`src/rtl/sal_pkg.sv`:
```
// ----------------------------------------------------------------------------
// sal_pkg
// Types and codes shared by the shift array list and its cells.
// ----------------------------------------------------------------------------
`default_nettype none

package sal_pkg;

    typedef enum logic [2:0] {
        CMD_PUSH_BACK  = 3'd0,
        CMD_POP_BACK   = 3'd1,
        CMD_PUSH_FRONT = 3'd2,
        CMD_POP_FRONT  = 3'd3,
        CMD_INSERT     = 3'd4,
        CMD_ERASE      = 3'd5,
        CMD_READ       = 3'd6
    } cmd_t;

    typedef enum logic [1:0] {
        ST_OK     = 2'd0,
        ST_FULL   = 2'd1,
        ST_EMPTY  = 2'd2,
        ST_BADIDX = 2'd3
    } status_t;

    // per-cell action, broadcast along the chain
    typedef enum logic [1:0] {
        CELL_HOLD   = 2'd0,
        CELL_INSERT = 2'd1,
        CELL_REMOVE = 2'd2
    } cell_op_t;

    typedef struct packed {
        logic [2:0]         cmd;
        logic [6:0]         position;
        logic signed [31:0] value;
    } in_item_t;

    typedef struct packed {
        logic signed [31:0] read_value;
        logic [6:0]         count;
        logic [1:0]         status;
    } out_item_t;

endpackage

`default_nettype wire

```
`src/rtl/sal_cell.sv`:
```
// ----------------------------------------------------------------------------
// sal_cell
// One list slot: holds a word, shifts from either neighbour or loads a new word.
// ----------------------------------------------------------------------------
`default_nettype none

module sal_cell #(
    parameter int DATA_WIDTH = 32,
    parameter int IDX_W      = 6,
    parameter int INDEX      = 0
) (
    input  wire                     clk,
    input  sal_pkg::cell_op_t       op,
    input  wire [IDX_W-1:0]         idx,
    input  wire [DATA_WIDTH-1:0]    word,
    input  wire [DATA_WIDTH-1:0]    left,
    input  wire [DATA_WIDTH-1:0]    right,
    output logic [DATA_WIDTH-1:0]   data,
    output logic [DATA_WIDTH-1:0]   rd_data
);
    import sal_pkg::*;

    localparam logic [IDX_W-1:0] MY_IDX = IDX_W'(INDEX);

    logic [DATA_WIDTH-1:0] data_reg;
    logic [DATA_WIDTH-1:0] data_next;
    logic                  hit;
    logic                  above;

    assign hit   = (idx == MY_IDX);
    assign above = (MY_IDX > idx);

    always_comb
    begin
        data_next = data_reg;
        case (op)
            CELL_INSERT:
            begin
                if (hit)
                begin
                    data_next = word;
                end
                else if (above)
                begin
                    data_next = left;
                end
            end
            CELL_REMOVE:
            begin
                // everything from the gap upwards moves down one place
                if (hit || above)
                begin
                    data_next = right;
                end
            end
            default:
            begin
                data_next = data_reg;
            end
        endcase
    end

    always_ff @(posedge clk)
    begin
        data_reg <= data_next;
    end

    assign data    = data_reg;
    assign rd_data = hit ? data_reg : '0;

endmodule

`default_nettype wire

```
`config.mk`:
```
export PLATFORM = sky130hd
export DESIGN_NAME = sal_cell
export DESIGN_NICKNAME = d
export VERILOG_FILES = /design/src/rtl/sal_pkg.sv /design/src/rtl/sal_cell.sv
export SDC_FILE = /design/constraint.sdc
export NUM_CORES = 1
export LEC_CHECK = 0
export CAP_MARGIN = 20
export CORE_MARGIN = 4
export CORE_UTILIZATION = 55
export DETAILED_ROUTE_END_ITERATION = 7
export DONT_BUFFER_PORTS = 1
export PLACE_DENSITY = 0.67
export SLEW_MARGIN = 20
export SYNTH_ARGS = -nofsm -noshare
export SYNTH_HDL_FRONTEND = slang
export SYNTH_SLANG_ARGS = --single-unit
```
`constraint.sdc`:
```
create_clock -name clk -period 8.5 [get_ports clk]
set_input_delay 2.55 -clock clk [delete_from_list [all_inputs] [get_ports clk]]
set_output_delay 2.55 -clock clk [all_outputs]
set_load 0.05 [all_outputs]
```
* Word level (Yosys, flattened, before mapping)
Cells that the tools add are included.
** Word-level totals
- Register bits :: 32
- Bits in latches :: 0
- Bits in writable memories :: 0
- Memory bits (read-only) :: 0
- Bits of input ports :: 105
- Output and inout bits :: 64
- Word-level logic and storage cells :: 15
- Memories :: 0
** Cells by class
- Add/subtract/negate cells :: 0
- $mul :: 0
- Divide/modulo/power cells :: 0
- Magnitude comparators :: 1
- Equality and inequality tests :: 4
- Shift-type cells :: 0
- Muxes and demuxes :: 5
- Bitwise logic cells :: 0
- Reduce and logical (&&, ||, !) cells :: 4
** Operators by type and width (number)
- $mux 32 :: 4
- $pmux 32 s2 :: 1
- $gt 1x6->1 const A :: 1
- $logic_not 6->1 :: 1
- $ne 3x3->1 const B :: 1
- $reduce_and 3->1 :: 1
- $eq 2x1->1 const B :: 1
- $eq 2x2->1 const B :: 1
- $ne 2x2->1 const B :: 1
- $reduce_bool 2->1 :: 1
- $logic_or 1x1->1 :: 1

* Depth between registers and ports, before layout
Gate-level depths: netlist (run 1).
- Depth after elaboration :: 4
- Mapped depth :: 4
- Depth with buffers taken out :: 3

* Least setup slack after synthesis (run 1)
No wires, ideal clock.
- Kind :: input to output
- Start :: input port idx[3]
- End :: output port rd_data[10]
- Arrival time :: 3756 ps
- Required time :: 5950 ps
- Setup slack :: 2194 ps
- Stages on the path :: 3
- Buffers on the path :: 1
- Cell sequence :: nor4_4 > clkbuf_2 > and3_1
** Between the ends
- Cells in the longest elaborated chain, start to end :: 2
** RTL lines
- start, declared :: RTL line sal_cell.sv:14 : input wire [IDX_W-1:0] idx,
- $logic_not 6->1 :: RTL line sal_cell.sv:30 : assign hit = (idx == MY_IDX);
- $mux 32 :: RTL line sal_cell.sv:69 : assign rd_data = hit ? data_reg : '0;
- end, declared :: RTL line sal_cell.sv:19 : output logic [DATA_WIDTH-1:0] rd_data
No other way between the ends.

* Final worst setup path (run 1)
- Start :: input port idx[1]
- End :: output port rd_data[9]
Same word-level chain as after synthesis.

==> results.md, run 1 <==
- Worst EP arrival: ~3.8 ns
- Startpoint type of the worst setup path: input pin
- Core footprint: 3440 µm²
- Power Internal: ~250 µW
- Switching share of power: 0.246
- P_sw: 80.7 µW
- Clock Tree Root: clkbuf_8
- Final WL: 5.70 mm
- Fmax: approximately 160 MHz
- Inserted Diodes: 0
- DRC: 0
- Ys flop type: edfxtp_1
- Vias in the first global route: between 1.5k and 2k
- First-pass GRT wire length: 7.76 mm
- Cells after DPL: 249
- Sink Count: 32
- Crit-path max FO: 36
- FFs w/ async S/R, synth: 0
- Post-synth EDFFs: 32
- Final setup viols: 0
- Synth cell types: 18
- VDD IR max: 93.9 µV
- Combinational share of power: 0.125
- Synth warnings: 0
- Detailed Route Iter0 Violations: 191
- Placement Rows: 21
- I/O Buffers: 0
- Routability cong.: a little over 0.8
- Cts repair resizes: 0
- CP bufs+invs: 1
- Via-to-Cell Ratio: 7.11
- Complex-gate fraction of the synthesized area: 0.256
- Area share of fa/ha/maj cells after synthesis: 0
- Die Y: a little under 70 µm
- Tot GR Track Use: 0.224
- Synthesized area per cell: 9.06 µm²
- Ports: 169
- CP Depth: 3
- Synth Register Bits: 32
- Post-Synth XOR/XNOR Area: 0.00432
- CTS tree: yes
- Outcome: completed
- Most frequent cells after synthesis: nor2_1 (33), a21oi_1 (32), a31oi_1 (32), and3_1 (32), edfxtp_1 (32)
- CP startpoint: idx[1]
- Fin crit period: 6.35 ns
- Final Power: 328 µW
- Largest delay share family, worst path: simple AND/OR/NAND/NOR gates
- Leakage: 0.762 nW
- Mapped Area: between 2000 and 2500 µm²
- Top cell type's share of synthesized area: 0.473
- Area of the multi-input gates: ~940 µm²
- Num CTS Buffers: 5
- Vias: around 1.8k
- # hold bufs at CTS: 0
- CP peak stage delay: 0.50 ns
- Final Hold Viols: 0
- Hold EP: data[18]
- Finished Layout Cells: 258
- Final #Nets: 316
- Portion of netlist area occupied by mux cells: 0
- Relative slew slack: 0.499
- TNS Setup: 0 ns
- Pin count of the biggest net entering global routing: 65
- Least-Margin Pin Slew: 0.749 ns
- HP Class: input pin to flip-flop
- Pre-antenna DRT Iters: 5
- Top cells by area, synth: edfxtp_1 (47%), a31oi_1 (9.9%), and3_1 (9.9%)
- Max FFs per register: 32
- P per Cell Area: 157 nW/µm²
- Post-synthesis net count: 329
- Sequential share of power: 0.553
- Seq/Total Area, Yosys: 0.473
- Final setup margin: 2.15 ns
- Initial Util: 0.590
- Slew Viols, Final: 0
- Postcts setup bufs: 0
- Crit Path Category: input pin to primary output
- Die Footprint: 4730 µm²
- Reg area: 961 µm²
- DP Area: 1970 µm²
- Share of cells above drive strength 1: 0.0755
- Most numerous cell in the Yosys netlist: nor2_1
- Clock power share: 0.322
- Post-synthesis simple-gate area fraction: 0.187
- Final Instance Area: 2090 µm²
- Clock Path Buffers: 2
- Final ANT Viol Nets: 0
- Crit. End Element: primary output
- Largest family of logic cells by synthesized area: compound AO/OA/AOI/OAI gates
- Max cap viols: 0
- Hold path start: right[18]
- RSZ-0062 raised after global routing: no
- Worst-path cell chain: nor2_4, buf_16, and3_1
- # fillers: 294
- Final period utilization: 0.747
- Leading area contributor after synthesis: edfxtp_1
- DR WL/cell: 22.1 µm
- Area grow syn2layout: 2.84%
- Dpl ws: around 2.0 ns
- Initial antenna violation count: 0
- WHS Path Cells: 2
- # H-tree levels: 2
- Mapped Cells: about 220
- Reg clk slew, reported paths: around 0.060 ns
- Total congestion overflow: 0
- Hpwl dp: 4.06 mm
- Slowest-stage cell, CP: and3_1
- Die width: 68.7 µm
- Worst path required time: 5.95 ns
kinds of logic after synthesis:
group,Yosys count
buffers and inverters,24
xor gates and xnor gates,1
AOI/OAI and AO/OA,96
DFF,32
and+or+nand+nor,71
worst max path at each step:
stage	slack [ns]	to
after floorplan	2.19	rd_data[10]
after global placement	2.03	rd_data[24]
after detailed placement	1.96	rd_data[15]
after CTS	1.96	rd_data[15]
after global routing	2.09	rd_data[26]
final	2.15	rd_data[9]
final cells by class:
class,count,share of cell area
clock inverter,1,0.00180
timing repair buffer,4,0.0240
multi-input combinational,168,0.450
sequential,32,0.460
tap,46,0.0276
clock buffer,7,0.0366
routing by layer:
| layer | up-vias | global-route usage | share of wire |
|---|---|---|---|
| met1 | 843 | 0.266 | 0.34 |
| li1 | 822 | - | - |
| met2 | 161 | 0.375 | 0.51 |
| met5 | - | 0 | 0 |
| met3 | 8 | 0.0746 | 0.14 |
| met4 | 0 | 0.0827 | 0.013 |
placed cells by master (no fill, tap or decap):
master,n
nor4_4,1
or2_2,1
edfxtp_1,32
nand2b_2,1
a21oi_1,32
a31oi_1,32
xnor2_1,1
clkinv_1,1
clkbuf_1,2
o21ai_0,21
nor2_1,32
clkbuf_8,5
buf_4,3
and3_1,32
nor2b_4,1
o21ai_1,11
buf_16,1
or4_4,1
nor2_4,1
nor3_4,1
power by group through the flow:
| stage | registers [mW] | logic, mW | clock network [mW] |
|---|---|---|---|
| after floorplan | 0.184 | 0.0344 | 0 |
| after global placement | 0.185 | 0.0363 | 0 |
| after detailed placement | 0.185 | 0.0387 | 0 |
| after CTS | 0.181 | 0.0387 | 0.110 |
| after global routing | 0.181 | 0.0458 | 0.116 |
| final | 0.181 | 0.0409 | 0.106 |
through the flow:
step / util / hold WS (ns)
after global routing: 0.606 / 2.50
after floorplan: - / 2.78
after global placement: 0.571 / 2.78
final: 0.606 / 2.52
after CTS: 0.596 / 2.50
after detailed placement: 0.573 / 2.79
Note: power is estimated with default switching activity, not from simulation.
==> run 2, diff against run 1 <==
--- a/config.mk
+++ b/config.mk
@@ -10,7 +10,7 @@
 export CORE_UTILIZATION = 55
 export DETAILED_ROUTE_END_ITERATION = 7
 export DONT_BUFFER_PORTS = 1
-export PLACE_DENSITY = 0.67
+export PLACE_DENSITY = 0.7
 export SLEW_MARGIN = 20
 export SYNTH_ARGS = -nofsm -noshare
 export SYNTH_HDL_FRONTEND = slang
==> constraint.sdc (replaced) <==
create_clock -name clk -period 5.8 [get_ports clk]
set_input_delay 1.74 -clock clk [delete_from_list [all_inputs] [get_ports clk]]
set_output_delay 1.74 -clock clk [all_outputs]
set_load 0.05 [all_outputs]
==> results.md, run 2 (synthesis results as in run 1) <==
- Final #Nets: 316 (unchanged)
- Crit-path max FO: 54 (+50%)
- Vias: 1777 (-3.1%)
- Pre-antenna DRT Iters: 4 (-1)
- Commonest non-fill, non-tap cells in the layout: a31oi_1 (32), nor2_1 (32), a21oi_1 (32), and3_1 (32), edfxtp_1 (32)
- Slowest-stage cell, CP: nor2_4
- Clock Path Buffers: 2 (unchanged)
- Detailed Route Iter0 Violations: 131 (-31%)
- Outcome: completed
- Largest delay share family, worst path: simple AND/OR/NAND/NOR gates
- Cts repair resizes: 0 (unchanged)
- Sink Count: 32 (unchanged)
- Routability cong.: 0.944 (+15%)
- DR WL/cell: 21.0 µm (-4.9%)
- Core footprint: 3440 µm² (unchanged)
- VDD IR max: 111 µV (+18%)
- Final core utilization: 0.606 (unchanged)
- Die Y: 68.7 µm (unchanged)
- Leakage: 0.762 nW (about the same)
- Vias in the first global route: 1536 (-4.8%)
- Area grow syn2layout: 2.84% (unchanged)
- Worst EP arrival: 3.05 ns (-0.75 ns)
- Fin crit period: about 4.8 ns
- Ports: 169 (unchanged)
- Reg area: 961 µm² (unchanged)
- Initial Util: 0.590 (unchanged)
- Max FFs per register: 32 (unchanged)
- Worst-path cell chain: nor2_4, and3_1
- HP Class: input pin to flip-flop
- CP bufs+invs: 0 (-1)
- Final setup viols: 0 (unchanged)
- # fillers: 303 (+3.1%)
- First-pass GRT wire length: 7.53 mm (-2.8%)
- CP startpoint: idx[1]
- Total congestion overflow: 0 (unchanged)
- Share of cells above drive strength 1: 0.0802 (+0.00472)
- Max cap viols: 0 (unchanged)
- Die Footprint: 4730 µm² (unchanged)
- CP peak stage delay: 0.70 ns (+0.20 ns)
- Hpwl dp: 3.94 mm (-2.8%)
- Inserted Diodes: 0 (unchanged)
- Worst path required time: 4.06 ns (-1.89 ns)
- Reg clk slew, reported paths: 0.06 ns (about the same)
- Final Hold Viols: 0 (unchanged)
- # hold bufs at CTS: 0 (unchanged)
- P per Cell Area: 250 nW/µm² (+59%)
- Slew Viols, Final: 0 (unchanged)
- Hold path start: right[17]
- Crit Path Category: input pin to primary output
- Initial antenna violation count: 0 (unchanged)
- Final WL: 5.42 mm (-4.9%)
- Final period utilization: 0.826
- Postcts setup bufs: 0 (unchanged)
- Placement Rows: 21 (unchanged)
- TNS Setup: 0 ns (unchanged)
- Pin count of the biggest net entering global routing: 55 (-15%)
- Area of the multi-input gates: 932 µm² (-0.67%)
- Die width: 68.7 µm (unchanged)
- Clock Tree Root: clkbuf_8
- Final ANT Viol Nets: 0 (unchanged)
- RSZ-0062 raised after global routing: no
- Startpoint type of the worst setup path: input pin
- Relative slew slack: 0.382 (-0.117)
- Fmax: 209 MHz
- DRC: 0 (unchanged)
- Via-to-Cell Ratio: 6.89 (-3.1%)
- I/O Buffers: 0 (unchanged)
- Crit. End Element: primary output
- Tot GR Track Use: 0.219 (-0.00482)
- Num CTS Buffers: 5 (unchanged)
- CTS tree: yes
- # H-tree levels: 2 (unchanged)
- Least-Margin Pin Slew: 0.925 ns (+0.176 ns)
-- run 2: changes by cell type in the layout (fill, tap and decap cells not counted) --
cell / previous run / this run
buf_4: 3 / 4
clkinv_1: 1 / 2
nor3_4: 1 / 0
clkbuf_1: 2 / 0
nor3_2: 0 / 1
buf_16: 1 / 0
bufinv_16: 0 / 1
-- run 2: stage by stage --
stage	area (µm²)	total power, mW	std cells	hold WS (ns)	worst slack (ns)
after floorplan	2030	0.321	224	1.97	0.626
after global placement	1970	0.324	250	1.98	1.09
after detailed placement	1970	0.327	250	1.98	1.02
after CTS	2080	0.525	258	1.70	1.02
after global routing	2090	0.545	258	1.70	0.877
final	2090	0.522	258	1.71	1.01
-- run 2: final cells by class --
| cell class | instances | share of cell area |
|---|---|---|
| sequential | 32 | 0.460 |
| multi-input combinational | 168 | 0.447 |
| clock buffer | 5 | 0.0330 |
| tap | 46 | 0.0276 |
| clock inverter | 3 | 0.0180 |
| timing repair buffer | 4 | 0.0144 |
-- run 2: power breakdown --
| part | internal, mW | switching [mW] |
|---|---|---|
| Combinational | 0.0187 | 0.0387 |
| Clock | 0.125 | 0.0737 |
| Sequential | 0.259 | 0.00679 |
-- run 2: per-layer routing --
layer / up-vias / wire (µm) / GRT usage / part of all wire
li1: 823 / - / - / -
met1: 811 / 1980 / 0.277 / 0.36
met2: 132 / 2770 / 0.369 / 0.51
met3: 11 / 600 / 0.0519 / 0.11
met4: 0 / 74 / 0.0706 / 0.014
met5: - / 0 / 0 / 0
-- run 2: worst paths after layout --
path | slack [ns] | depth (start not counted) | endpoint
worst max-delay path | 1.01 | 2 | rd_data[22]
worst min-delay path | 1.71 | 2 | data[17]
